## config.mk

```make
export PLATFORM = sky130hd
export DESIGN_NAME = morse_keying_encoder
export DESIGN_NICKNAME = d
export VERILOG_FILES = /design/src/design/mke_pkg.sv /design/src/design/mke_front.sv /design/src/design/mke_queue.sv /design/src/design/mke_back.sv /design/src/design/morse_keying_encoder.sv
export SDC_FILE = /design/constraint.sdc
export NUM_CORES = 1
export LEC_CHECK = 0
export BUFFER_PORTS_ARGS = -buffer_cell sky130_fd_sc_hd__buf_4
export CORE_UTILIZATION = 40
export CTS_CLUSTER_SIZE = 28
export DETAILED_ROUTE_END_ITERATION = 7
export HOLD_SLACK_MARGIN = 0.12
export PLACE_DENSITY_LB_ADDON = 0.05
export SYNTH_ARGS = -nofsm -noshare
export SYNTH_HDL_FRONTEND = slang
export SYNTH_SLANG_ARGS = --single-unit
export TNS_END_PERCENT = 100
```

## constraint.sdc

```tcl
create_clock -name clk -period 3.46 [get_ports clk]
set_input_delay 0.173 -clock clk [delete_from_list [all_inputs] [get_ports clk]]
set_output_delay 0.173 -clock clk [all_outputs]
set_load 0.05 [all_outputs]
```

## src/design/mke_pkg.sv

```systemverilog
package mke_pkg;

	localparam int CODE_MAX = 6;
	localparam int CNT_W    = 3;
	localparam int CHAR_W   = 8;
	localparam int UNIT_W   = 8;
	localparam int RUN_W    = 13;
	localparam int TRI_W    = UNIT_W + 2;

	localparam logic [CHAR_W-1:0] CHAR_SPACE  = 8'h20;
	localparam logic [CHAR_W-1:0] CHAR_COMMA  = 8'h2C;
	localparam logic [CHAR_W-1:0] CHAR_PERIOD = 8'h2E;

	typedef enum logic {
		REG_UNIT_LENGTH = 1'b0,
		REG_PAD_LENGTH  = 1'b1
	} reg_index_t;

	// elements left aligned, first element in the top bit, 1 = dash
	typedef struct packed {
		logic                known;
		logic [CODE_MAX-1:0] pattern;
		logic [CNT_W-1:0]    count;
	} code_t;

	typedef struct packed {
		logic                lead;
		logic [CODE_MAX-1:0] pattern;
		logic [CNT_W-1:0]    count;
		logic                space;
		logic                cgap;
		logic                tail;
		logic                fin;
	} desc_t;

	typedef enum logic [2:0] {
		RUN_NONE,
		RUN_LEAD,
		RUN_ELEM,
		RUN_EGAP,
		RUN_SPACE,
		RUN_CGAP,
		RUN_TAIL
	} run_kind_t;

	function automatic code_t code_lookup(input logic [CHAR_W-1:0] c);
		code_t r;
		r = '{known: 1'b1, pattern: '0, count: '0};
		unique case (c)
			8'h41: begin r.pattern = 6'b010000; r.count = 3'd2; end
			8'h42: begin r.pattern = 6'b100000; r.count = 3'd4; end
			8'h43: begin r.pattern = 6'b101000; r.count = 3'd4; end
			8'h44: begin r.pattern = 6'b100000; r.count = 3'd3; end
			8'h45: begin r.pattern = 6'b000000; r.count = 3'd1; end
			8'h46: begin r.pattern = 6'b001000; r.count = 3'd4; end
			8'h47: begin r.pattern = 6'b110000; r.count = 3'd3; end
			8'h48: begin r.pattern = 6'b000000; r.count = 3'd4; end
			8'h49: begin r.pattern = 6'b000000; r.count = 3'd2; end
			8'h4A: begin r.pattern = 6'b011100; r.count = 3'd4; end
			8'h4B: begin r.pattern = 6'b101000; r.count = 3'd3; end
			8'h4C: begin r.pattern = 6'b010000; r.count = 3'd4; end
			8'h4D: begin r.pattern = 6'b110000; r.count = 3'd2; end
			8'h4E: begin r.pattern = 6'b100000; r.count = 3'd2; end
			8'h4F: begin r.pattern = 6'b111000; r.count = 3'd3; end
			8'h50: begin r.pattern = 6'b011000; r.count = 3'd4; end
			8'h51: begin r.pattern = 6'b110100; r.count = 3'd4; end
			8'h52: begin r.pattern = 6'b010000; r.count = 3'd3; end
			8'h53: begin r.pattern = 6'b000000; r.count = 3'd3; end
			8'h54: begin r.pattern = 6'b100000; r.count = 3'd1; end
			8'h55: begin r.pattern = 6'b001000; r.count = 3'd3; end
			8'h56: begin r.pattern = 6'b000100; r.count = 3'd4; end
			8'h57: begin r.pattern = 6'b011000; r.count = 3'd3; end
			8'h58: begin r.pattern = 6'b100100; r.count = 3'd4; end
			8'h59: begin r.pattern = 6'b101100; r.count = 3'd4; end
			8'h5A: begin r.pattern = 6'b110000; r.count = 3'd4; end
			CHAR_COMMA: begin r.pattern = 6'b110011; r.count = 3'd6; end
			CHAR_PERIOD: begin r.pattern = 6'b010101; r.count = 3'd6; end
			default: r.known = 1'b0;
		endcase
		return r;
	endfunction

endpackage

```

## src/design/mke_front.sv

```systemverilog
module mke_front import mke_pkg::*; (
	input  logic              clk,
	input  logic              arst_n,
	input  logic              push,
	input  logic              q_full,
	input  logic [CHAR_W-1:0] character,
	input  logic              final_character,
	input  logic              pad_nonzero,
	output logic              q_push,
	output desc_t             q_desc
);

	logic  started_q;
	logic  accept;
	logic  is_space;
	logic  known;
	code_t code;

	assign accept   = push && !q_full;
	assign code     = code_lookup(character);
	assign is_space = (character == CHAR_SPACE);
	assign known    = code.known || is_space;

	always_comb begin
		q_desc.lead    = !started_q && pad_nonzero;
		q_desc.pattern = code.pattern;
		q_desc.count   = code.known ? code.count : '0;
		q_desc.space   = is_space;
		q_desc.cgap    = known && !final_character;
		q_desc.tail    = final_character && pad_nonzero;
		q_desc.fin     = final_character;
	end

	// characters that cause no run never enter the queue
	assign q_push = accept && (q_desc.lead || q_desc.count != '0 || q_desc.space ||
		q_desc.cgap || q_desc.tail);

	always_ff @(posedge clk or negedge arst_n) begin
		if (!arst_n) begin
			started_q <= 1'b0;
		end else if (accept) begin
			started_q <= !final_character;
		end
	end

endmodule

```

## src/design/mke_queue.sv

```systemverilog
module mke_queue import mke_pkg::*; #(
	parameter int DEPTH = 2
) (
	input  logic  clk,
	input  logic  arst_n,
	input  logic  wr,
	input  desc_t wr_desc,
	input  logic  rd,
	output desc_t rd_desc,
	output logic  full,
	output logic  q_empty
);

	localparam int PTR_W = $clog2(DEPTH);
	localparam int CNT_QW = $clog2(DEPTH + 1);

	desc_t             mem_q [DEPTH];
	logic [PTR_W-1:0]  wr_ptr_q;
	logic [PTR_W-1:0]  rd_ptr_q;
	logic [CNT_QW-1:0] count_q;
	logic              do_wr;
	logic              do_rd;

	assign full    = (count_q == CNT_QW'(DEPTH));
	assign q_empty = (count_q == '0);
	assign do_wr   = wr && !full;
	assign do_rd   = rd && !q_empty;
	assign rd_desc = mem_q[rd_ptr_q];

	always_ff @(posedge clk) begin
		if (do_wr) begin
			mem_q[wr_ptr_q] <= wr_desc;
		end
	end

	always_ff @(posedge clk or negedge arst_n) begin
		if (!arst_n) begin
			wr_ptr_q <= '0;
			rd_ptr_q <= '0;
			count_q  <= '0;
		end else begin
			if (do_wr) begin
				wr_ptr_q <= (wr_ptr_q == PTR_W'(DEPTH - 1)) ? '0 : wr_ptr_q + 1'b1;
			end
			if (do_rd) begin
				rd_ptr_q <= (rd_ptr_q == PTR_W'(DEPTH - 1)) ? '0 : rd_ptr_q + 1'b1;
			end
			if (do_wr && !do_rd) begin
				count_q <= count_q + 1'b1;
			end else if (do_rd && !do_wr) begin
				count_q <= count_q - 1'b1;
			end
		end
	end

endmodule

```

## src/design/mke_back.sv

```systemverilog
module mke_back import mke_pkg::*; (
	input  logic              clk,
	input  logic              arst_n,
	input  logic [UNIT_W-1:0] unit_length,
	input  logic [RUN_W-1:0]  pad_length,
	input  logic              q_empty,
	input  desc_t             q_desc,
	output logic              q_pop,
	input  logic              pop,
	output logic              empty,
	output logic              level,
	output logic [RUN_W-1:0]  run_length,
	output logic              item_done,
	output logic              message_done
);

	logic                lead_q;
	logic [CNT_W-1:0]    elem_left_q;
	logic                in_gap_q;
	logic [CODE_MAX-1:0] pattern_q;
	logic                space_q;
	logic                cgap_q;
	logic                tail_q;
	logic                fin_q;

	logic                lead_n;
	logic [CNT_W-1:0]    elem_left_n;
	logic                in_gap_n;
	logic [CODE_MAX-1:0] pattern_n;
	logic                space_n;
	logic                cgap_n;
	logic                tail_n;

	logic                out_valid_q;
	logic                level_q;
	logic [RUN_W-1:0]    run_length_q;
	logic                item_done_q;
	logic                message_done_q;

	run_kind_t           kind;
	logic                busy;
	logic                emit;
	logic                last;
	logic                run_level;
	logic [RUN_W-1:0]    run_len;
	logic [UNIT_W-1:0]   unit_eff;
	logic [TRI_W-1:0]    unit_tri;

	// a unit length of zero behaves as one
	assign unit_eff = (unit_length == '0) ? UNIT_W'(1) : unit_length;
	assign unit_tri = TRI_W'(unit_eff) + {1'b0, unit_eff, 1'b0};

	always_comb begin
		priority if (lead_q) begin
			kind = RUN_LEAD;
		end else if (elem_left_q != '0) begin
			kind = in_gap_q ? RUN_EGAP : RUN_ELEM;
		end else if (space_q) begin
			kind = RUN_SPACE;
		end else if (cgap_q) begin
			kind = RUN_CGAP;
		end else if (tail_q) begin
			kind = RUN_TAIL;
		end else begin
			kind = RUN_NONE;
		end
	end

	assign busy  = (kind != RUN_NONE);
	assign emit  = busy && (!out_valid_q || pop);
	assign q_pop = !busy && !q_empty;

	// pending work once the current run has gone out
	always_comb begin
		lead_n      = lead_q;
		elem_left_n = elem_left_q;
		in_gap_n    = in_gap_q;
		pattern_n   = pattern_q;
		space_n     = space_q;
		cgap_n      = cgap_q;
		tail_n      = tail_q;
		unique case (kind)
			RUN_LEAD:  lead_n = 1'b0;
			RUN_ELEM: begin
				elem_left_n = elem_left_q - 1'b1;
				in_gap_n    = (elem_left_q > CNT_W'(1));
				pattern_n   = pattern_q << 1;
			end
			RUN_EGAP:  in_gap_n = 1'b0;
			RUN_SPACE: space_n = 1'b0;
			RUN_CGAP:  cgap_n = 1'b0;
			RUN_TAIL:  tail_n = 1'b0;
			default: ;
		endcase
	end

	assign last = !(lead_n || elem_left_n != '0 || space_n || cgap_n || tail_n);

	always_comb begin
		run_level = 1'b0;
		run_len   = RUN_W'(unit_eff);
		unique case (kind)
			RUN_LEAD, RUN_TAIL: run_len = pad_length;
			RUN_ELEM: begin
				run_level = 1'b1;
				run_len   = pattern_q[CODE_MAX-1] ? RUN_W'(unit_tri) : RUN_W'(unit_eff);
			end
			RUN_CGAP: run_len = RUN_W'(unit_tri);
			default: ;
		endcase
	end

	always_ff @(posedge clk or negedge arst_n) begin
		if (!arst_n) begin
			lead_q      <= 1'b0;
			elem_left_q <= '0;
			in_gap_q    <= 1'b0;
			space_q     <= 1'b0;
			cgap_q      <= 1'b0;
			tail_q      <= 1'b0;
		end else if (q_pop) begin
			lead_q      <= q_desc.lead;
			elem_left_q <= q_desc.count;
			in_gap_q    <= 1'b0;
			space_q     <= q_desc.space;
			cgap_q      <= q_desc.cgap;
			tail_q      <= q_desc.tail;
		end else if (emit) begin
			lead_q      <= lead_n;
			elem_left_q <= elem_left_n;
			in_gap_q    <= in_gap_n;
			space_q     <= space_n;
			cgap_q      <= cgap_n;
			tail_q      <= tail_n;
		end
	end

	always_ff @(posedge clk) begin
		if (q_pop) begin
			pattern_q <= q_desc.pattern;
			fin_q     <= q_desc.fin;
		end else if (emit) begin
			pattern_q <= pattern_n;
		end
	end

	always_ff @(posedge clk or negedge arst_n) begin
		if (!arst_n) begin
			out_valid_q <= 1'b0;
		end else if (emit) begin
			out_valid_q <= 1'b1;
		end else if (pop) begin
			out_valid_q <= 1'b0;
		end
	end

	always_ff @(posedge clk) begin
		if (emit) begin
			level_q        <= run_level;
			run_length_q   <= run_len;
			item_done_q    <= last;
			message_done_q <= last && fin_q;
		end
	end

	assign empty        = !out_valid_q;
	assign level        = level_q;
	assign run_length   = run_length_q;
	assign item_done    = item_done_q;
	assign message_done = message_done_q;

endmodule

```

## src/design/morse_keying_encoder.sv

```systemverilog
// morse on-off keying encoder
// input side is a queue: present character and final_character, raise push;
// the character is taken at a clock edge with push high and full low
// result side is a queue too: while empty is low the oldest run sits on level,
// run_length, item_done and message_done; pop high with empty low takes it
// configuration: wr_en, wr_index and wr_data write unit_length (index 0) or
// pad_length (index 1); the user must do so only while the block is idle, the
// block itself does not enforce it; a front stage looks each character up in
// the code table and queues a run descriptor; a back sequencer turns the
// descriptor into runs, one per cycle while the receiver takes them, and loads
// the next descriptor only once the last run of the one before has gone out
// characters that cause no run are dropped in the front
// a stalled receiver holds the output register; the sequencer then waits and
// the descriptor queue fills until full is raised
// reset empties both queues, sets unit_length to 1, pad_length to 0 and
// arms the leading pad for the next message
module morse_keying_encoder import mke_pkg::*; #(
	parameter int QUEUE_DEPTH = 2
) (
	input  logic              clk,
	input  logic              arst_n,
	input  logic              wr_en,
	input  logic              wr_index,
	input  logic [RUN_W-1:0]  wr_data,
	input  logic              push,
	output logic              full,
	input  logic [CHAR_W-1:0] character,
	input  logic              final_character,
	output logic              empty,
	input  logic              pop,
	output logic              level,
	output logic [RUN_W-1:0]  run_length,
	output logic              item_done,
	output logic              message_done
);

	logic [UNIT_W-1:0] unit_length_q;
	logic [RUN_W-1:0]  pad_length_q;
	logic              q_push;
	logic              q_pop;
	logic              q_empty;
	desc_t             wr_desc;
	desc_t             rd_desc;

	always_ff @(posedge clk or negedge arst_n) begin
		if (!arst_n) begin
			unit_length_q <= UNIT_W'(1);
			pad_length_q  <= '0;
		end else if (wr_en) begin
			unique case (reg_index_t'(wr_index))
				REG_UNIT_LENGTH: unit_length_q <= wr_data[UNIT_W-1:0];
				REG_PAD_LENGTH:  pad_length_q  <= wr_data;
			endcase
		end
	end

	mke_front u_front (
		.clk             (clk),
		.arst_n          (arst_n),
		.push            (push),
		.q_full          (full),
		.character       (character),
		.final_character (final_character),
		.pad_nonzero     (pad_length_q != '0),
		.q_push          (q_push),
		.q_desc          (wr_desc)
	);

	mke_queue #(
		.DEPTH (QUEUE_DEPTH)
	) u_queue (
		.clk     (clk),
		.arst_n  (arst_n),
		.wr      (q_push),
		.wr_desc (wr_desc),
		.rd      (q_pop),
		.rd_desc (rd_desc),
		.full    (full),
		.q_empty (q_empty)
	);

	mke_back u_back (
		.clk          (clk),
		.arst_n       (arst_n),
		.unit_length  (unit_length_q),
		.pad_length   (pad_length_q),
		.q_empty      (q_empty),
		.q_desc       (rd_desc),
		.q_pop        (q_pop),
		.pop          (pop),
		.empty        (empty),
		.level        (level),
		.run_length   (run_length),
		.item_done    (item_done),
		.message_done (message_done)
	);

endmodule

```

==> results.cfg, run 1 <==
[outcome]
status = complete, no violations

[setup_path]
r2r_cells = 12
setup.worst_path.end_class = register
setup.worst_path.start_class = register
reg2reg_slack_ps = 230
r2r_end = u_back.run_length[8]$_DFFE_PP_
worstSetupPathType = reg -> reg
crit_required_ps = 3550
critPathArrivalTime_ps = 3320
cp_max_fo = 7
r2r_start = unit_length_q[6]$_DFFE_PN0P_

[floorplan]
pin_count = 46
start_util_pct = 41.1
die_area_mm2 = 0.0122
die_h_um = 110
num_rows = 39
chipWidth_um = 110
core-area_mm2 = 0.0114

[grt]
grt_pass1_vias = 3195
grt_usage_pct = 18.4
grt_antenna_before_repair = 0
grt_max_degree = 36
grt_pass1_wl_mm = 16.6
grt_overflow = 0

[place]
gp_congestion = 0.860
portBuffers = 45
hpwl_mm = 7.46

[worst_hold_path]
hold_start = pop
min_path_cells = 4
hold_path_class = in -> reg
min_to = u_back.lead_q$_DFFE_PN0P_

[finish]
drive_above_1_share_pct = 20.5
antenna_cells = 0
fillers = 1065
final_util_pct = 48.8
syn_to_final_growth_pct = 18.8
layout.nets = 519

[yosys]
ys_types = 73
ys_ff_latch = 86
yosysWarnings = 0
synth_compound_gate_area_share_pct = 14.6
synth.cell_area_mm2 = 0.00469
synthAdderAreaFrac_pct = 4.11
synth_top_cell_by_area = edfxtp_1
netlist.area_leader.share_pct = 32.6
async_reset_ff_share_pct = 40.7
synth_xor_area_share_pct = 2.61
synth_flop_cell = edfxtp_1
ys_seq_area_share_pct = 51.3
synth_cells = 428
synth_area_per_cell_um2 = 11.0
synth_top_family_by_area = simple AND/OR/NAND/NOR gates
synth_edf_count = 51
synth_nets = 470
synth.area.top_cells = edfxtp_1 (33%), dfrtp_1 (18%), mux2_2 (4.6%)
synth-simple-area-share_pct = 16.0
synth_mux_area_share_pct = 7.34

[clock_network]
cts_tree = built
clockBufferDepth = 2
clock_latency_ps = 340
cts_setup_buffers = 0
root_buffer = clkbuf_16
clkSinkCount = 86
h-tree-depth = 3
cts_inserted_buffers = 9
cts.clk_slew.worst_paths_ps = 60

[detailed_routing]
vias = 3434
routed_wl_mm = 10.4
wl_met2_mm = 5.01
wl_met1_mm = 4.78
wl_per_cell_um = 16.6
drtIter0Drc = 132
highest-signal-layer = met4
wl_met3_um = 399
vias_per_cell = 5.49
ant_nets = 0
route.detailed.drc = 0
drtPass1Iterations = 4

[power]
irDropWorstVdd_v = 0.000285
p_leak_uw = 0.00222
cellPowerDensity_mw_per_mm2 = 616

[timing]
rsz0062_at_grt = false
max-slew-margin-rel_pct = 35.5
final.setup.tns_ps = 0
hold_viol_final = 0
fin_skew_ps = 7.17
finalCritPeriodShare_pct = 93.3
hold_ws_ps = 163
post-route-min-period_ps = 3230
worstMarginPinSlew_ps = 959
max_freq_ghz = 0.310
finalSetupViolations = 0
final_max_slew_viol_count = 0

[job]
max_cap_violations = 0
==> flip-flops by register name, indices dropped and copies added (netlist names), 2 cells and up <==
name                count
pad_length_q           13
u_back.elem_left_q      3
u_back.pattern_q        6
u_back.run_length      13
u_queue.count_q         2
u_queue.mem_q          28
unit_length_q           8
==> area by class of cell <==
type                       instances  area (um^2)  area share, %
multi-input combinational        295         2090           37.6
clock buffer                       9          225           4.04
clock inverter                     7         73.8           1.32
sequential                        86         2410           43.2
inverter                          22         82.6           1.48
tap                              143          179           3.21
timing repair buffer              63          510           9.16
==> synth_stat cells, types with 6 or more instances <==
library cell  count
xnor2_1           9
nand3_1           6
nor2_1           24
and2_1            8
inv_1            22
clkbuf_1         12
mux2_2           19
o21ai_0          36
nand2b_1          8
nor3_1            8
buf_2            10
ha_1             13
edfxtp_1         51
mux2i_1          13
nand2_1          39
dfrtp_1          34
a21oi_1          15
==> repair_timing <==
item / in CTS / in global routing
hold buffers: 15 / 0
gates resized for setup: 0 / 0
hold endpoints to repair: 58 / 0
==> worst max-delay path: stages (launching register included) <==
cell	delay [ps]
dfrtp_1	470
inv_1	170
ha_1	170
nand4b_1	150
nor2_1	260
nor2_1	120
ha_1	310
a31o_2	250
a21oi_1	230
o21ai_1	150
a311oi_1	380
mux2i_1	240
nand3_1	90
==> metrics by stage <==
step	area (um^2)	power (uW)	cells	setup slack [ps]
CTS	5570	3470	625	265
floorplan	4690	2200	428	587
finish	5570	3430	625	232
global placement	5120	2460	594	330
global route	5570	3640	625	21.8
detailed placement	5120	2470	594	278
==> power by group <==
part           switching, uW  total (uW)  internal, uW
clock                    410         972           562
sequential               153        1500          1350
combinational            571         962           391
==> per-layer routing <==
layer  track usage, %  vias up
met5                0        -
li1                 -     1685
met2             29.5       70
met3             4.12       14
met4             6.11        0
met1             24.6     1665
==> cells by family (layout without fill, tap and decap cells) <==
group | count (synthesis) | after routing
multiplexers | 32 | 32
adder cells (fa/ha/maj) | 15 | 15
AND/OR/NAND/NOR | 134 | 134
flip-flops | 86 | 86
buffers and inverters | 47 | 101
AO/OA/AOI/OAI | 100 | 100
XOR/XNOR | 14 | 14
==> layout by cell type (no fill, tap or decap), drive strengths merged, types with 3 or more instances in the layout <==
master	netlist	layout
a21o	3	3
a21oi	15	15
a222oi	5	5
a311oi	3	3
a41oi	3	3
and2	8	8
and3	3	3
buf	13	48
clkbuf	12	9
clkinv	0	4
dfrtp	34	34
dlygate4sd3	0	15
edfxtp	51	51
ha	13	13
inv	22	23
mux2	19	19
mux2i	13	13
nand2	39	39
nand2b	8	8
nand3	6	6
nand4	3	3
nand4b	4	4
nor2	25	25
nor2b	5	5
nor3	8	8
nor3b	5	5
nor4	5	5
o21ai	39	39
o22ai	5	5
or4	3	3
or4b	3	3
xnor2	9	9
xor2	5	5
==> how the worst max path moves through the flow <==
stage | start | end | slack, ps
after detailed placement | unit_length_q[6]$_DFFE_PN0P_ | u_back.run_length[8]$_DFFE_PP_ | 280
after global routing | unit_length_q[5]$_DFFE_PN0P_ | u_back.run_length[7]$_DFFE_PP_ | 20
after global placement | unit_length_q[6]$_DFFE_PN0P_ | u_back.run_length[8]$_DFFE_PP_ | 330
after floorplan | unit_length_q[6]$_DFFE_PN0P_ | u_back.run_length[8]$_DFFE_PP_ | 590
after CTS | unit_length_q[6]$_DFFE_PN0P_ | u_back.run_length[8]$_DFFE_PP_ | 260
final | unit_length_q[6]$_DFFE_PN0P_ | u_back.run_length[8]$_DFFE_PP_ | 230
No activity file was read; power rests on OpenSTA's default activity.
==> run 2, diff against run 1 <==
Settings changed: ABC_AREA set to 1, CORE_UTILIZATION 40 to 29, CTS_BUF_LIST set to sky130_fd_sc_hd__clkbuf_8.
==> run 2 against run 1 <==
Compared with the run above:
- clock power is 32% lower
- critical path depth grew 1
- fmax up 20%
- clock skew up 4.5 ps
- core utilization is 13 points lower
- clock-buffer cell count unchanged
- setup slack improved by 530 ps
- largest power group is now combinational logic
- sequential share of layout area about the same
- hold slack got worse by 40 ps
- critical path type unchanged
==> results.cfg, run 2 <==
[timing]
rsz0062_at_grt = false
final.setup.tns_ps = 0
finalCritPeriodShare_pct = 77.9
final_max_slew_viol_count = 0
max_freq_ghz = 0.371
worstMarginPinSlew_ps = 754
finalSetupViolations = 0
max-slew-margin-rel_pct = 49.6
post-route-min-period_ps = 2700
hold_viol_final = 0
fin_skew_ps = 11.6

[yosys]
ys_types = 41
synth_commonest_cells = nand2_1 (145), inv_1 (70), nor2_1 (69), edfxtp_1 (51), nand3_1 (41)
synth.area.top_cells = edfxtp_1 (33%), dfrtp_1 (18%), nand2_1 (12%)
ys_ff_latch = 86
synth_flop_cell = edfxtp_1
synth.cell_area_mm2 = 0.00466
post-synth-top-count-cell = nand2_1
async_reset_ff_share_pct = 40.7
synth_top_cell_by_area = edfxtp_1
ys_seq_area_share_pct = 51.7
yosysWarnings = 0
synth_area_per_cell_um2 = 8.50
synth_nets = 590
synth_cells = 548
synth_edf_count = 51
netlist.area_leader.share_pct = 32.9

[finish]
layout_common_cells = nand2_1 (145), inv_1 (70), nor2_1 (69)
regArea_mm2 = 0.00241
final_util_pct = 36.1
finish.instance_area_mm2 = 0.00557
drive_above_1_share_pct = 15.7
layout_commonest_cell = nand2_1
multi_input_area_mm2 = 0.00192
fin_cells = 830
layout.nets = 656
syn_to_final_growth_pct = 19.6
largest_reg_flops = 28
fillers = 1660
antenna_cells = 0
top_register = u_queue.mem_q

[clock_network]
h-tree-depth = 3
clockBufferDepth = 2
cts_tree = built
cts_inserted_buffers = 9
cts_setup_buffers = 0
cts.clk_slew.worst_paths_ps = 90
root_buffer = clkbuf_8
clock_latency_ps = 370
clkSinkCount = 86

[setup_path]
setup.worst_path.start_class = register
cpMaxStageDelayCell = fa_1
worstSetupPathType = reg -> reg
crit_top_cell = nand3_1
setup.worst_path.end_class = register
crit_required_ps = 3580
critPathArrivalTime_ps = 2820
r2r_cells = 13
cp_max_fo = 6
cpPeakStageDelay_ps = 460
cp_cell_sequence = inv_1, ha_1, nand4_1, inv_1, nor2_1, fa_1, nand3_1, nand2_1, a21oi_1, o21ai_0, or2_2, nand3_1, nand3_1

[detailed_routing]
drtIter0Drc = 220
vias_per_cell = 4.51
wl_met1_mm = 5.34
highest-signal-layer = met4
routed_wl_mm = 11.2
wl_met2_mm = 5.15
route.detailed.drc = 0
ant_nets = 0
vias = 3746
wl_per_cell_um = 13.4
wl_met3_um = 441
drtPass1Iterations = 5

[grt]
grt_pass1_vias = 3769
grt_antenna_before_repair = 0
grt_usage_pct = 14.8
grt_overflow = 0
grt_max_degree = 36
grt_pass1_wl_mm = 18.9

[power]
cellPowerDensity_mw_per_mm2 = 801
irDropWorstVdd_v = 0.000297
p_leak_uw = 0.00263

[place]
hpwl_mm = 8.41
portBuffers = 45
dp_cells = 799
place_area_mm2 = 0.00524
gp_congestion = 0.900

[floorplan]
start_util_pct = 30.2
num_rows = 45
chipWidth_um = 129
die_h_um = 129
die_area_mm2 = 0.0166
core-area_mm2 = 0.0154
pin_count = 46

[worst_hold_path]
min_path_cells = 3
hold_path_class = in -> reg

[outcome]
status = complete, no violations

[job]
max_cap_violations = 0
run 2: layer usage:
| metal | global-route usage (%) | vias to the layer above |
|---|---|---|
| met1 | 18.7 | 1710 |
| met4 | 6.09 | 0 |
| met3 | 2.66 | 17 |
| met5 | 0 | - |
| met2 | 25.1 | 92 |
| li1 | - | 1927 |
run 2: final cells by class:
class	instances	area share, %
clock buffer	9	2.22
clock inverter	7	0.989
inverter	77	5.19
multi-input combinational	377	34.4
sequential	86	43.3
tap	211	4.74
timing repair buffer	63	9.17
run 2: path summary, 6_finish.rpt:
| check | start | to | slack, ps |
|---|---|---|---|
| max in group asynchronous | arst_n | unit_length_q[0]$_DFFE_PN1P_ | 2780 |
| min in group asynchronous | arst_n | pad_length_q[2]$_DFFE_PN0P_ | 320 |
| max reg2reg | unit_length_q[6]$_DFFE_PN0P_ | u_back.run_length[7]$_DFFE_PP_ | 760 |
| min reg2reg | u_queue.wr_ptr_q$_DFFE_PN0P_ | u_queue.wr_ptr_q$_DFFE_PN0P_ | 480 |
| max | unit_length_q[6]$_DFFE_PN0P_ | u_back.run_length[7]$_DFFE_PP_ | 760 |
| min | wr_data[1] | pad_length_q[1]$_DFFE_PN0P_ | 120 |
run 2: kinds of logic (layout without fill, tap and decap cells):
group           count (synthesis)  in the layout  synth area share (%)
simple gates                  289            289                  26.8
buf+inv                        85            156                  7.09
flops                          86             86                  51.7
mux                             1              1                 0.242
xor+xnor                        4              4                 0.753
compound gates                 69             69                  9.41
fa+ha+maj                      14             14                  3.92
run 2: metrics by stage:
stage / hold slack [ps] / setup slack, ps / total power (uW)
2_1_floorplan: -123 / 1010 / 3260
3_3_place_gp: 178 / 844 / 3830
3_5_place_dp: 185 / 790 / 3830
4_1_cts: 123 / 762 / 4530
5_1_grt: 156 / 509 / 4840
6_report: 124 / 764 / 4460
run 2: critical path, delay by kind of cell, from the launching register on:
family,cells,cell delay (ps)
simple gates,7,880
fa+ha+maj,2,610
compound gates,2,240
buf+inv,2,280
flops,1,440
run 2: power breakdown:
| part | switching [uW] | internal [uW] | total [uW] |
|---|---|---|---|
| combinational | 1440 | 640 | 2080 |
| clock | 396 | 269 | 665 |
| sequential | 180 | 1530 | 1710 |
| total | 2020 | 2440 | 4460 |
run 2: timing repair:
action | 4_1_cts | 5_1_grt
gates resized for setup | 0 | 0
setup endpoints to repair | 0 | 0
endpoints found under the hold margin | 56 | 0
hold buffers | 15 | 0
